File: src/rtl/qmsg_pkg.sv
`timescale 1ns / 1ps

package qmsg_pkg;

   // fixed field widths of the channels
   localparam int MAX_MOTORS = 4;
   localparam int DUR_W      = 16;
   localparam int SPEED_W    = 32;
   localparam int LEVEL_W    = 5;

   // defaults for the top level parameters
   localparam int DEF_MOTOR_COUNT = 4;
   localparam int DEF_QUEUE_DEPTH = 16;

   // start level after reset
   localparam logic [LEVEL_W-1:0] START_LEVEL_RESET = 5'd4;

   // request operation codes
   typedef enum logic {
      OP_PUSH = 1'b0,
      OP_TICK = 1'b1
   } op_type;

   // classified request handed from the front to the back
   typedef struct packed {
      op_type                                 op;
      logic [DUR_W-1:0]                       duration;
      logic [MAX_MOTORS-1:0][SPEED_W-1:0]     speeds;
   } cmd_type;

   // one result
   typedef struct packed {
      logic                    push_accepted;
      logic [MAX_MOTORS-1:0]   step_pins;
      logic [MAX_MOTORS-1:0]   motor_enables;
      logic [LEVEL_W-1:0]      queue_level;
      logic                    streaming;
   } rsp_type;

endpackage

File: src/rtl/qmsg_ifs.sv
`timescale 1ns / 1ps

// request channel
interface qmsg_req_if import qmsg_pkg::*; ();
   logic               valid;
   logic               ready;
   logic               operation;
   logic [DUR_W-1:0]   frame_duration;
   logic [SPEED_W-1:0] speed_zero;
   logic [SPEED_W-1:0] speed_one;
   logic [SPEED_W-1:0] speed_two;
   logic [SPEED_W-1:0] speed_three;

   modport source (
      output valid, operation, frame_duration,
      output speed_zero, speed_one, speed_two, speed_three,
      input  ready
   );
   modport sink (
      input  valid, operation, frame_duration,
      input  speed_zero, speed_one, speed_two, speed_three,
      output ready
   );
endinterface

// result channel
interface qmsg_rsp_if import qmsg_pkg::*; ();
   logic                  valid;
   logic                  ready;
   logic                  push_accepted;
   logic [MAX_MOTORS-1:0] step_pins;
   logic [MAX_MOTORS-1:0] motor_enables;
   logic [LEVEL_W-1:0]    queue_level;
   logic                  streaming;

   modport source (
      output valid, push_accepted, step_pins, motor_enables, queue_level, streaming,
      input  ready
   );
   modport sink (
      input  valid, push_accepted, step_pins, motor_enables, queue_level, streaming,
      output ready
   );
endinterface

// control register write channel
interface qmsg_csr_if import qmsg_pkg::*; ();
   logic               valid;
   logic               ready;
   logic [LEVEL_W-1:0] start_level;

   modport source (output valid, start_level, input ready);
   modport sink (input valid, start_level, output ready);
endinterface

File: src/rtl/qmsg_front.sv
`timescale 1ns / 1ps

module qmsg_front import qmsg_pkg::*; (
   input  logic         clock,
   input  logic         reset,
   qmsg_req_if.sink     req_bus,
   output logic         cmd_valid,
   output cmd_type      cmd_data,
   input  logic         cmd_pop
);

   localparam int SLOTS = 2;

   cmd_type          slot_ff [SLOTS];
   logic             wr_ptr_ff, wr_ptr_in;
   logic             rd_ptr_ff, rd_ptr_in;
   logic [1:0]       count_ff, count_in;
   logic             take;
   cmd_type          new_cmd;

   // decode the request into a command
   always_comb begin
      new_cmd.op       = op_type'(req_bus.operation);
      new_cmd.duration = req_bus.frame_duration;
      new_cmd.speeds   = {req_bus.speed_three, req_bus.speed_two,
                          req_bus.speed_one, req_bus.speed_zero};
   end

   assign req_bus.ready = (count_ff != 2'(SLOTS));
   assign take          = req_bus.valid && req_bus.ready;
   assign cmd_valid     = (count_ff != 2'd0);
   assign cmd_data      = slot_ff[rd_ptr_ff];

   // queue pointers and fill count
   always_comb begin
      wr_ptr_in = take ? ~wr_ptr_ff : wr_ptr_ff;
      rd_ptr_in = cmd_pop ? ~rd_ptr_ff : rd_ptr_ff;
      count_in  = count_ff + 2'(take) - 2'(cmd_pop);
   end

   always_ff @(posedge clock) begin
      if (reset) begin
         wr_ptr_ff <= 1'b0;
         rd_ptr_ff <= 1'b0;
         count_ff  <= 2'd0;
      end else begin
         wr_ptr_ff <= wr_ptr_in;
         rd_ptr_ff <= rd_ptr_in;
         count_ff  <= count_in;
      end
   end

   // queue slots
   always_ff @(posedge clock) begin
      if (take) begin
         slot_ff[wr_ptr_ff] <= new_cmd;
      end
   end

endmodule

File: src/rtl/qmsg_back.sv
`timescale 1ns / 1ps

module qmsg_back import qmsg_pkg::*; #(
   parameter int MOTOR_COUNT = DEF_MOTOR_COUNT,
   parameter int QUEUE_DEPTH = DEF_QUEUE_DEPTH
) (
   input  logic               clock,
   input  logic               reset,
   input  logic [LEVEL_W-1:0] start_level,
   input  logic               cmd_valid,
   input  cmd_type            cmd_data,
   output logic               cmd_pop,
   output logic               rsp_valid,
   input  logic               rsp_ready,
   output rsp_type            rsp_data
);

   localparam int PTR_W = $clog2(QUEUE_DEPTH);
   localparam int CNT_W = $clog2(QUEUE_DEPTH + 1);
   localparam int CMP_W = (CNT_W > LEVEL_W) ? CNT_W : LEVEL_W;
   localparam logic [PTR_W-1:0] LAST_PTR  = PTR_W'(QUEUE_DEPTH - 1);
   localparam logic [CNT_W-1:0] FULL_CNT  = CNT_W'(QUEUE_DEPTH);

   typedef struct packed {
      logic [DUR_W-1:0]                    duration;
      logic [MOTOR_COUNT-1:0][SPEED_W-1:0] speeds;
   } frame_type;

   frame_type               frame_mem [QUEUE_DEPTH];
   frame_type               head_ff;
   frame_type               new_frame;
   logic                    mem_we;

   logic [SPEED_W-1:0]      phase_ff [MOTOR_COUNT];
   logic [SPEED_W-1:0]      phase_in [MOTOR_COUNT];
   logic [SPEED_W-1:0]      speed_ff [MOTOR_COUNT];
   logic [SPEED_W-1:0]      speed_in [MOTOR_COUNT];
   logic [MOTOR_COUNT-1:0]  steps_ff, steps_in;
   logic [MOTOR_COUNT-1:0]  enables;
   logic [DUR_W-1:0]        ticks_ff, ticks_in;
   logic [PTR_W-1:0]        wr_ptr_ff, wr_ptr_in;
   logic [PTR_W-1:0]        rd_ptr_ff, rd_ptr_in;
   logic [CNT_W-1:0]        count_ff, count_in;
   logic                    stream_ff, stream_in;
   logic                    rsp_valid_ff, rsp_valid_in;
   rsp_type                 rsp_data_ff, rsp_data_in;
   logic                    fire;
   logic                    accepted;

   assign fire      = cmd_valid && (!rsp_valid_ff || rsp_ready);
   assign cmd_pop   = fire;
   assign rsp_valid = rsp_valid_ff;
   assign rsp_data  = rsp_data_ff;

   // frame as written into the store
   always_comb begin
      new_frame.duration = cmd_data.duration;
      for (int m = 0; m < MOTOR_COUNT; m++) begin
         new_frame.speeds[m] = cmd_data.speeds[m];
      end
   end

   // execute one command
   always_comb begin
      logic [SPEED_W:0] sum;
      logic             load;

      sum       = '0;
      load      = 1'b0;
      mem_we    = 1'b0;
      accepted  = 1'b0;
      wr_ptr_in = wr_ptr_ff;
      rd_ptr_in = rd_ptr_ff;
      count_in  = count_ff;
      stream_in = stream_ff;
      ticks_in  = ticks_ff;
      steps_in  = steps_ff;
      for (int m = 0; m < MOTOR_COUNT; m++) begin
         phase_in[m] = phase_ff[m];
         speed_in[m] = speed_ff[m];
      end

      if (fire) begin
         unique case (cmd_data.op)
            OP_PUSH: begin
               if (count_ff != FULL_CNT) begin
                  mem_we    = 1'b1;
                  accepted  = 1'b1;
                  wr_ptr_in = (wr_ptr_ff == LAST_PTR) ? '0 : wr_ptr_ff + 1'b1;
                  count_in  = count_ff + 1'b1;
               end
            end
            OP_TICK: begin
               // frame ran out: load the next one, wait for the start level, or stop
               if (ticks_ff == '0) begin
                  if (count_ff == '0) begin
                     for (int m = 0; m < MOTOR_COUNT; m++) speed_in[m] = '0;
                     stream_in = 1'b0;
                  end else if (!stream_ff && (CMP_W'(count_ff) < CMP_W'(start_level))) begin
                     for (int m = 0; m < MOTOR_COUNT; m++) speed_in[m] = '0;
                  end else begin
                     load      = 1'b1;
                     stream_in = 1'b1;
                     for (int m = 0; m < MOTOR_COUNT; m++) speed_in[m] = head_ff.speeds[m];
                     rd_ptr_in = (rd_ptr_ff == LAST_PTR) ? '0 : rd_ptr_ff + 1'b1;
                     count_in  = count_ff - 1'b1;
                  end
               end

               // remaining ticks after this one
               if (load) begin
                  ticks_in = (head_ff.duration == '0) ? '0 : head_ff.duration - 1'b1;
               end else if (ticks_ff != '0) begin
                  ticks_in = ticks_ff - 1'b1;
               end

               // phase accumulate, carry out gives a step
               for (int m = 0; m < MOTOR_COUNT; m++) begin
                  if (speed_in[m] != '0) begin
                     sum         = {1'b0, phase_ff[m]} + {1'b0, speed_in[m]};
                     phase_in[m] = sum[SPEED_W-1:0];
                     steps_in[m] = sum[SPEED_W];
                  end else begin
                     steps_in[m] = 1'b0;
                  end
               end
            end
         endcase
      end

      for (int m = 0; m < MOTOR_COUNT; m++) begin
         enables[m] = (speed_in[m] != '0);
      end
   end

   // result register
   always_comb begin
      rsp_data_in.push_accepted = accepted;
      rsp_data_in.step_pins     = MAX_MOTORS'(steps_in);
      rsp_data_in.motor_enables = MAX_MOTORS'(enables);
      rsp_data_in.queue_level   = LEVEL_W'(count_in);
      rsp_data_in.streaming     = stream_in;
      if (fire) begin
         rsp_valid_in = 1'b1;
      end else if (rsp_ready) begin
         rsp_valid_in = 1'b0;
      end else begin
         rsp_valid_in = rsp_valid_ff;
      end
   end

   always_ff @(posedge clock) begin
      if (reset) begin
         for (int m = 0; m < MOTOR_COUNT; m++) begin
            phase_ff[m] <= '0;
            speed_ff[m] <= '0;
         end
         steps_ff     <= '0;
         ticks_ff     <= '0;
         wr_ptr_ff    <= '0;
         rd_ptr_ff    <= '0;
         count_ff     <= '0;
         stream_ff    <= 1'b0;
         rsp_valid_ff <= 1'b0;
      end else begin
         for (int m = 0; m < MOTOR_COUNT; m++) begin
            phase_ff[m] <= phase_in[m];
            speed_ff[m] <= speed_in[m];
         end
         steps_ff     <= steps_in;
         ticks_ff     <= ticks_in;
         wr_ptr_ff    <= wr_ptr_in;
         rd_ptr_ff    <= rd_ptr_in;
         count_ff     <= count_in;
         stream_ff    <= stream_in;
         rsp_valid_ff <= rsp_valid_in;
      end
   end

   always_ff @(posedge clock) begin
      if (fire) begin
         rsp_data_ff <= rsp_data_in;
      end
   end

   // frame store, head entry read ahead with write bypass
   always_ff @(posedge clock) begin
      if (mem_we) begin
         frame_mem[wr_ptr_ff] <= new_frame;
      end
      if (mem_we && (wr_ptr_ff == rd_ptr_in)) begin
         head_ff <= new_frame;
      end else begin
         head_ff <= frame_mem[rd_ptr_in];
      end
   end

endmodule

File: src/rtl/queued_multi_stepper_step_generator.sv
`timescale 1ns / 1ps

// channel   modport  handshake     payload
// req_bus   sink     valid/ready   operation, frame_duration, speed_zero..speed_three
// rsp_bus   source   valid/ready   push_accepted, step_pins, motor_enables,
//                                  queue_level, streaming
// csr_bus   sink     valid/ready   start_level (always ready)
//
// one request per cycle sustained while rsp_bus is not stalled; each request is
// registered in a front queue slot, then its result in the result register of the back
// the execute stage reads its frame from the frame store head register
// reset is synchronous and takes effect at once; no clearing pass
// a stalled result holds the back, the two-entry front queue absorbs requests
// until it fills, then req_bus.ready drops

module queued_multi_stepper_step_generator import qmsg_pkg::*; #(
   parameter int MOTOR_COUNT = DEF_MOTOR_COUNT,
   parameter int QUEUE_DEPTH = DEF_QUEUE_DEPTH
) (
   input  logic        clock,
   input  logic        reset,
   qmsg_req_if.sink    req_bus,
   qmsg_rsp_if.source  rsp_bus,
   qmsg_csr_if.sink    csr_bus
);

   logic               start_level_ff;
   logic [LEVEL_W-1:0] start_level_q_ff;
   logic               cmd_valid;
   logic               cmd_pop;
   cmd_type            cmd_data;
   logic               rsp_valid;
   rsp_type            rsp_data;

   // start level register
   assign csr_bus.ready = 1'b1;

   always_ff @(posedge clock) begin
      if (reset) begin
         start_level_q_ff <= START_LEVEL_RESET;
         start_level_ff   <= 1'b0;
      end else begin
         start_level_ff <= csr_bus.valid;
         if (csr_bus.valid) begin
            start_level_q_ff <= csr_bus.start_level;
         end
      end
   end

   // accept and classify requests
   qmsg_front u_front (
      .clock     (clock),
      .reset     (reset),
      .req_bus   (req_bus),
      .cmd_valid (cmd_valid),
      .cmd_data  (cmd_data),
      .cmd_pop   (cmd_pop)
   );

   // frame queue, phase accumulators and result register
   qmsg_back #(
      .MOTOR_COUNT (MOTOR_COUNT),
      .QUEUE_DEPTH (QUEUE_DEPTH)
   ) u_back (
      .clock       (clock),
      .reset       (reset),
      .start_level (start_level_q_ff),
      .cmd_valid   (cmd_valid),
      .cmd_data    (cmd_data),
      .cmd_pop     (cmd_pop),
      .rsp_valid   (rsp_valid),
      .rsp_ready   (rsp_bus.ready),
      .rsp_data    (rsp_data)
   );

   // result channel
   assign rsp_bus.valid         = rsp_valid;
   assign rsp_bus.push_accepted = rsp_data.push_accepted;
   assign rsp_bus.step_pins     = rsp_data.step_pins;
   assign rsp_bus.motor_enables = rsp_data.motor_enables;
   assign rsp_bus.queue_level   = rsp_data.queue_level;
   assign rsp_bus.streaming     = rsp_data.streaming;

   // a step only comes from a running motor
   assert property (@(posedge clock) disable iff (reset)
      rsp_bus.valid |-> ((rsp_bus.step_pins & ~rsp_bus.motor_enables) == '0))
      else $error("step pin raised on a stopped motor");

   // motors run only while streaming
   assert property (@(posedge clock) disable iff (reset)
      (rsp_bus.valid && !rsp_bus.streaming) |-> (rsp_bus.motor_enables == '0))
      else $error("motor enabled outside streaming");

   // the back only takes a command that the front offers
   assert property (@(posedge clock) disable iff (reset)
      cmd_pop |-> cmd_valid)
      else $error("command taken from an empty front queue");

   // a result that waits is not replaced
   assert property (@(posedge clock) disable iff (reset)
      (rsp_valid && !rsp_bus.ready) |=> (rsp_valid && $stable(rsp_data)))
      else $error("pending result lost");

   // start level register takes each written value
   assert property (@(posedge clock) disable iff (reset)
      start_level_ff |-> (start_level_q_ff == $past(csr_bus.start_level)))
      else $error("start level not updated by write");

endmodule

File: src/flat_wrapper.sv
// flat-port wrapper written by rule: the top's interface ports become plain ports
module queued_multi_stepper_step_generator_flat import qmsg_pkg::*;
#(
   parameter int MOTOR_COUNT = DEF_MOTOR_COUNT,
   parameter int QUEUE_DEPTH = DEF_QUEUE_DEPTH
)
  (clock, reset, req_bus_valid, req_bus_operation, req_bus_frame_duration, req_bus_speed_zero, req_bus_speed_one, req_bus_speed_two, req_bus_speed_three, req_bus_ready, rsp_bus_valid, rsp_bus_push_accepted, rsp_bus_step_pins, rsp_bus_motor_enables, rsp_bus_queue_level, rsp_bus_streaming, rsp_bus_ready, csr_bus_valid, csr_bus_start_level, csr_bus_ready);
  qmsg_req_if req_bus_i ();
  qmsg_rsp_if rsp_bus_i ();
  qmsg_csr_if csr_bus_i ();
  input  logic clock;
  input  logic reset;
  input wire logic [$bits(req_bus_i.valid)-1:0] req_bus_valid;
  input wire logic [$bits(req_bus_i.operation)-1:0] req_bus_operation;
  input wire logic [$bits(req_bus_i.frame_duration)-1:0] req_bus_frame_duration;
  input wire logic [$bits(req_bus_i.speed_zero)-1:0] req_bus_speed_zero;
  input wire logic [$bits(req_bus_i.speed_one)-1:0] req_bus_speed_one;
  input wire logic [$bits(req_bus_i.speed_two)-1:0] req_bus_speed_two;
  input wire logic [$bits(req_bus_i.speed_three)-1:0] req_bus_speed_three;
  output wire logic [$bits(req_bus_i.ready)-1:0] req_bus_ready;
  output wire logic [$bits(rsp_bus_i.valid)-1:0] rsp_bus_valid;
  output wire logic [$bits(rsp_bus_i.push_accepted)-1:0] rsp_bus_push_accepted;
  output wire logic [$bits(rsp_bus_i.step_pins)-1:0] rsp_bus_step_pins;
  output wire logic [$bits(rsp_bus_i.motor_enables)-1:0] rsp_bus_motor_enables;
  output wire logic [$bits(rsp_bus_i.queue_level)-1:0] rsp_bus_queue_level;
  output wire logic [$bits(rsp_bus_i.streaming)-1:0] rsp_bus_streaming;
  input wire logic [$bits(rsp_bus_i.ready)-1:0] rsp_bus_ready;
  input wire logic [$bits(csr_bus_i.valid)-1:0] csr_bus_valid;
  input wire logic [$bits(csr_bus_i.start_level)-1:0] csr_bus_start_level;
  output wire logic [$bits(csr_bus_i.ready)-1:0] csr_bus_ready;
  assign req_bus_i.valid = req_bus_valid;
  assign req_bus_i.operation = req_bus_operation;
  assign req_bus_i.frame_duration = req_bus_frame_duration;
  assign req_bus_i.speed_zero = req_bus_speed_zero;
  assign req_bus_i.speed_one = req_bus_speed_one;
  assign req_bus_i.speed_two = req_bus_speed_two;
  assign req_bus_i.speed_three = req_bus_speed_three;
  assign req_bus_ready = req_bus_i.ready;
  assign rsp_bus_valid = rsp_bus_i.valid;
  assign rsp_bus_push_accepted = rsp_bus_i.push_accepted;
  assign rsp_bus_step_pins = rsp_bus_i.step_pins;
  assign rsp_bus_motor_enables = rsp_bus_i.motor_enables;
  assign rsp_bus_queue_level = rsp_bus_i.queue_level;
  assign rsp_bus_streaming = rsp_bus_i.streaming;
  assign rsp_bus_i.ready = rsp_bus_ready;
  assign csr_bus_i.valid = csr_bus_valid;
  assign csr_bus_i.start_level = csr_bus_start_level;
  assign csr_bus_ready = csr_bus_i.ready;
  queued_multi_stepper_step_generator #(.MOTOR_COUNT(MOTOR_COUNT), .QUEUE_DEPTH(QUEUE_DEPTH)) u_core (.clock(clock), .reset(reset), .req_bus(req_bus_i), .rsp_bus(rsp_bus_i), .csr_bus(csr_bus_i));
endmodule
File: config.mk
export PLATFORM = sky130hd
export DESIGN_NAME = queued_multi_stepper_step_generator_flat
export DESIGN_NICKNAME = d
export VERILOG_FILES = /design/src/rtl/qmsg_pkg.sv /design/src/rtl/qmsg_ifs.sv /design/src/rtl/qmsg_front.sv /design/src/rtl/qmsg_back.sv /design/src/rtl/queued_multi_stepper_step_generator.sv /design/src/flat_wrapper.sv
export SDC_FILE = /design/constraint.sdc
export NUM_CORES = 2
export LEC_CHECK = 0
export BUFFER_PORTS_ARGS = -buffer_cell sky130_fd_sc_hd__buf_4
export CORE_MARGIN = 2
export CORE_UTILIZATION = 55
export CTS_CLUSTER_DIAMETER = 50
export DETAILED_ROUTE_END_ITERATION = 10
export GPL_TIMING_DRIVEN = 1
export PLACE_DENSITY = 0.71
export SLEW_MARGIN = 15
export SYNTH_ARGS = -nofsm -noshare
export SYNTH_HDL_FRONTEND = slang
export SYNTH_SLANG_ARGS = --single-unit
File: constraint.sdc
create_clock -name clock -period 18.5 [get_ports clock]
set_clock_uncertainty 0.05 [all_clocks]
set_input_delay 3.7 -clock clock [delete_from_list [all_inputs] [get_ports clock]]
set_output_delay 3.7 -clock clock [all_outputs]
set_load 0.03 [all_outputs]
==> report_table.html <==
<table>
<tr><th>Metric</th><th>Value</th></tr>
<tr><th colspan="2">Critical path</th></tr>
<tr><td>Maximum fanout count along the critical path</td><td>101</td></tr>
<tr><td>Type of the worst setup path</td><td>flip-flop to flip-flop</td></tr>
<tr><td>Crit path cell chain</td><td>buf_12, buf_4, buf_4, mux4_2, mux2i_1, mux2_2, nor3_1, a21boi_0, inv_1, ha_1, a21o_1, a31oi_1, nand2_1, a21oi_1, o21ai_0, o41ai_1, nor4bb_1, o41ai_1, a21oi_1</td></tr>
<tr><td>Critical path required time</td><td>19.20 ns</td></tr>
<tr><td>Kind of start point of the critical path</td><td>flip-flop</td></tr>
<tr><td>Slowest CP cell</td><td>sky130_fd_sc_hd__dfxtp_4</td></tr>
<tr><td>Data arrival at the endpoint of the critical path</td><td>8.49 ns</td></tr>
<tr><td>Endpoint class of the critical path</td><td>flip-flop</td></tr>
<tr><td>Maximum cell stage delay along the critical path</td><td>0.83 ns</td></tr>
<tr><th colspan="2">Routing</th></tr>
<tr><td>WL final</td><td>299000 um</td></tr>
<tr><td>Vias per inst</td><td>6.421</td></tr>
<tr><td>Vias</td><td>64.75k</td></tr>
<tr><td>Remaining antenna violation count after routing</td><td>0</td></tr>
<tr><td>Routed length per placed instance</td><td>29.65 um</td></tr>
<tr><td>Drt initial violations</td><td>8175</td></tr>
<tr><td>DRC viols</td><td>0</td></tr>
<tr><td>First drt pass iteration count</td><td>6</td></tr>
<tr><th colspan="2">Placement</th></tr>
<tr><td>Gp weighted congestion</td><td>0.9210</td></tr>
<tr><td>Post-DP HPWL</td><td>168800 um</td></tr>
<tr><td>IO Port Bufs</td><td>171</td></tr>
<tr><td>Post-Place Cell Area</td><td>123500 sq um</td></tr>
<tr><th colspan="2">Synthesis</th></tr>
<tr><td>Synthesized Nets</td><td>7014</td></tr>
<tr><td>Xor/xnor share of the synthesized area</td><td>0.9481%</td></tr>
<tr><td>Proportion of netlist area held by the largest area contributor</td><td>65.74%</td></tr>
<tr><td>Post-synthesis async set-or-reset flop share</td><td>0%</td></tr>
<tr><td>Number of flops mapped to enable cells by yosys</td><td>2609</td></tr>
<tr><td>Netlist cell types</td><td>90</td></tr>
<tr><td>Total standard cell area after synthesis</td><td>119200 sq um</td></tr>
<tr><td>Cell taking the most area after synthesis</td><td>sky130_fd_sc_hd__edfxtp_1</td></tr>
<tr><td>Proportion of synthesized area in mux cells</td><td>16.12%</td></tr>
<tr><td>Largest family of logic cells by synthesized area</td><td>multiplexers</td></tr>
<tr><td>Sequential area share after synthesis</td><td>70.87%</td></tr>
<tr><td>Post-synthesis register bit count</td><td>2914</td></tr>
<tr><td>Mean instance size in the synthesized netlist</td><td>17.75 sq um</td></tr>
<tr><td>Fraction of the mapped netlist area in adder cells</td><td>1.569%</td></tr>
<tr><td>Synth Flop Type</td><td>sky130_fd_sc_hd__edfxtp_1</td></tr>
<tr><td>Warnings, synthesis</td><td>0</td></tr>
<tr><td>Leading post-synthesis cells by cell area</td><td>sky130_fd_sc_hd__edfxtp_1 66%, sky130_fd_sc_hd__mux4_2 12%, sky130_fd_sc_hd__dfxtp_1 5.1%</td></tr>
<tr><td>Synth Area in Simple Gates</td><td>4.641%</td></tr>
<tr><td>Compound-gate portion of the synthesized area</td><td>3.887%</td></tr>
<tr><td>Post-synthesis instance total</td><td>6712</td></tr>
<tr><th colspan="2">Timing</th></tr>
<tr><td>Post-layout minimum cycle time</td><td>7.789 ns</td></tr>
<tr><td>Number of slew-limit violations in the final report</td><td>0</td></tr>
<tr><td>Unrepaired setup endpoints after global routing</td><td>false</td></tr>
<tr><td>Fin crit share</td><td>42.10%</td></tr>
<tr><td>Aggregate negative setup slack</td><td>0 ns</td></tr>
<tr><td>Achievable Freq</td><td>128.4 MHz</td></tr>
<tr><td>Slew margin rel.</td><td>17.51%</td></tr>
<tr><td>Number of failing hold endpoints at the final stage</td><td>0</td></tr>
<tr><td>Final count of negative-setup-slack endpoints</td><td>0</td></tr>
<tr><td>Actual slew at the worst max-slew pin</td><td>1.237 ns</td></tr>
<tr><th colspan="2">Floorplan</th></tr>
<tr><td>Cell Rows</td><td>170</td></tr>
<tr><td>Vert. Die Dim</td><td>469.5 um</td></tr>
<tr><td>Initial cell density of the core</td><td>55.42%</td></tr>
<tr><td>Count of pins on the block boundary</td><td>173</td></tr>
<tr><td>Core area</td><td>215000 sq um</td></tr>
<tr><td>DIE AREA</td><td>220400 sq um</td></tr>
<tr><td>Die W</td><td>469.5 um</td></tr>
<tr><th colspan="2">Power and ir drop</th></tr>
<tr><td>Worst IR drop on VDD</td><td>154.3 uV</td></tr>
<tr><td>Final Total Pwr</td><td>16.90 mW</td></tr>
<tr><td>PD cells</td><td>126.2 nW/um^2</td></tr>
<tr><td>Leakage power figure</td><td>44.57 nW</td></tr>
<tr><th colspan="2">Final layout</th></tr>
<tr><td>Layout-stage area growth over the synthesis result</td><td>12.35%</td></tr>
<tr><td>Fill count</td><td>14.78k</td></tr>
<tr><td>Proportion of layout cells with a drive suffix above 1</td><td>22.63%</td></tr>
<tr><td>Post-layout nets</td><td>7298</td></tr>
<tr><td>Final standard cell area without fillers</td><td>133900 sq um</td></tr>
<tr><th colspan="2">CTS</th></tr>
<tr><td>Num CTS Buffers</td><td>328</td></tr>
<tr><td>Cell at the root of the clock tree</td><td>sky130_fd_sc_hd__clkbuf_16</td></tr>
<tr><td>TritonCTS Sinks</td><td>2914</td></tr>
<tr><td>Number of buffers between clock root and the deepest sink</td><td>4</td></tr>
<tr><td>Post-CTS Setup Inserts</td><td>0</td></tr>
<tr><td>PostCTS Resize Cnt</td><td>0</td></tr>
<tr><td>Source-to-sink clock delay at the later pin of the worst-skew pair</td><td>0.98 ns</td></tr>
<tr><td>Max H-tree Level</td><td>5</td></tr>
<tr><td>Clock tree from TritonCTS</td><td>done</td></tr>
<tr><td>Clock transition at path regs</td><td>0.05 ns</td></tr>
<tr><td>CTS Hold Buffers Added</td><td>0</td></tr>
<tr><th colspan="2">Global route</th></tr>
<tr><td>GRT Resource Usage Total</td><td>26.94%</td></tr>
<tr><td>Remaining global-route overflow</td><td>0</td></tr>
<tr><td>Largest net degree at the start of global routing</td><td>136</td></tr>
<tr><td>Via count of the first global-routing pass</td><td>64.39k</td></tr>
<tr><td>First-pass GRT wire length</td><td>436100 um</td></tr>
<tr><td>Initial antenna violation count</td><td>12</td></tr>
<tr><th colspan="2">Run</th></tr>
<tr><td>Maxcap violations</td><td>0</td></tr>
<tr><th colspan="2">Hold path</th></tr>
<tr><td>Classification of the worst-slack hold path</td><td>flip-flop to flip-flop</td></tr>
<tr><th colspan="2">Outcome</th></tr>
<tr><td>Outcome</td><td>completed</td></tr>
</table>
-- cells in the mapped netlist (27+ instances only) --
cell	number
sky130_fd_sc_hd__a211oi_1	40
sky130_fd_sc_hd__a21o_1	40
sky130_fd_sc_hd__a21oi_1	242
sky130_fd_sc_hd__a31oi_1	31
sky130_fd_sc_hd__and3_1	48
sky130_fd_sc_hd__buf_1	34
sky130_fd_sc_hd__buf_2	78
sky130_fd_sc_hd__buf_4	44
sky130_fd_sc_hd__buf_6	33
sky130_fd_sc_hd__clkbuf_1	157
sky130_fd_sc_hd__dfxtp_1	305
sky130_fd_sc_hd__edfxtp_1	2609
sky130_fd_sc_hd__ha_1	143
sky130_fd_sc_hd__inv_1	138
sky130_fd_sc_hd__mux2_2	194
sky130_fd_sc_hd__mux2i_1	303
sky130_fd_sc_hd__mux4_2	621
sky130_fd_sc_hd__nand2_1	284
sky130_fd_sc_hd__nand2b_1	27
sky130_fd_sc_hd__nand3_1	52
sky130_fd_sc_hd__nand4_1	63
sky130_fd_sc_hd__nor2_1	451
sky130_fd_sc_hd__nor3_1	93
sky130_fd_sc_hd__nor4_1	61
sky130_fd_sc_hd__o21a_1	30
sky130_fd_sc_hd__o21ai_0	126
sky130_fd_sc_hd__xnor2_1	82
sky130_fd_sc_hd__xor2_1	47
-- area by class of cell --
class	instances	area, sq um	area share (%)
diodes	4	10.01	0.007476
well taps	2838	3551	2.652
clock inverters	160	1578	1.178
inverters	141	539.3	0.4028
multi-input cells	3311	32610	24.36
repair buffers	300	2360	1.763
flip-flops and latches	2914	84470	63.09
clock buffers	416	8767	6.548
-- through the flow --
stage / instances / worst slack (ns) / hold WS [ns] / util [%]
finish: 10080 / 10.71 / 0.4287 / 62.26
global route: 10080 / 9.912 / 0.4526 / 62.26
CTS: 10080 / 10.52 / 0.4244 / 62.26
detailed placement: 9504 / 10.54 / 0.4154 / 57.44
global placement: 9504 / 10.53 / 0.4056 / 57.44
floorplan: 6712 / 3.151 / 0.3903 / -
-- registers in the layout, summed over array words and instances, names as in the netlist, named ones only --
signal and count:
u_core.u_back.stream_ff 1, u_core.u_front.count_ff 2, u_core.u_back.rd_ptr_ff 4, u_core.u_back.rsp_valid 1
u_core.u_back.rsp_data 15, u_core.u_front.wr_ptr_ff 1, u_core.u_front.slot_ff 290, u_core.u_front.rd_ptr_ff 1
u_core.start_level_q_ff 5, u_core.u_back.ticks_ff 16, u_core.u_back.wr_ptr_ff 4, u_core.u_back.speed_ff 128
u_core.u_back.count_ff 5, u_core.u_back.steps_ff 4, u_core.u_back.phase_ff 128, u_core.u_back.frame_mem 2304
-- path summary, 6_finish.rpt --
| check | start | endpoint | slack, ns | depth (start not counted) |
|---|---|---|---|---|
| setup / recovery | flip-flop | u_core.u_back.phase_ff[2][19] | 10.71 | 19 |
| hold / removal | u_core.u_back.phase_ff[2][30] | u_core.u_back.phase_ff[2][30] | 0.43 | 2 |
| setup reg to reg | flip-flop | u_core.u_back.phase_ff[2][19] | 10.71 | 19 |
| hold reg to reg | u_core.u_back.phase_ff[2][30] | u_core.u_back.phase_ff[2][30] | 0.43 | 2 |
-- cell usage in the layout, fill, tap and decap left out, types with 47 or more instances in the layout --
master and n:
sky130_fd_sc_hd__clkinv_1 50, sky130_fd_sc_hd__xor2_1 47, sky130_fd_sc_hd__mux2i_1 303, sky130_fd_sc_hd__dfxtp_1 300
sky130_fd_sc_hd__xnor2_1 82, sky130_fd_sc_hd__mux2_2 194, sky130_fd_sc_hd__ha_1 143, sky130_fd_sc_hd__clkbuf_1 73
sky130_fd_sc_hd__nor4_1 61, sky130_fd_sc_hd__edfxtp_1 2609, sky130_fd_sc_hd__buf_4 291, sky130_fd_sc_hd__and3_1 47
sky130_fd_sc_hd__mux4_2 621, sky130_fd_sc_hd__nor2_1 435, sky130_fd_sc_hd__a21oi_1 241, sky130_fd_sc_hd__o21ai_0 126
sky130_fd_sc_hd__nor3_1 86, sky130_fd_sc_hd__nand2_1 282, sky130_fd_sc_hd__clkbuf_16 335, sky130_fd_sc_hd__nand4_1 63
sky130_fd_sc_hd__inv_1 138, sky130_fd_sc_hd__nand3_1 52
-- power by group --
group / total (mW) / switching (mW) / internal (mW)
logic: 2.53 / 1.89 / 0.639
registers: 8.10 / 0.114 / 7.98
clock network: 6.27 / 2.55 / 3.72
-- cells by family after synthesis --
family / after synthesis
other: 1
AOI/OAI and AO/OA: 724
DFF: 2914
adders and majority gates: 147
buffers and inverters: 487
xor gates and xnor gates: 129
muxes: 1119
and+or+nand+nor: 1191
-- routing by layer --
metal | GRT usage [%] | part of all wire (%) | vias up
li1 | - | - | 27360
met1 | 39.57 | 42 | 33700
met2 | 41.99 | 47 | 3181
met3 | 4.454 | 8.8 | 510
met4 | 7.922 | 2.8 | 4
met5 | 0 | 0.0090 | -
-- worst max-delay path: cells and delay by family, from the launching register on --
| family | cells | cell delay, ns |
|---|---|---|
| mux | 3 | 0.96 |
| simple gates | 3 | 0.35 |
| flops | 1 | 0.83 |
| fa+ha+maj | 1 | 0.37 |
| compound gates | 8 | 2.65 |
| buf+inv | 4 | 2.12 |
Power figures use the tool's default switching activity.
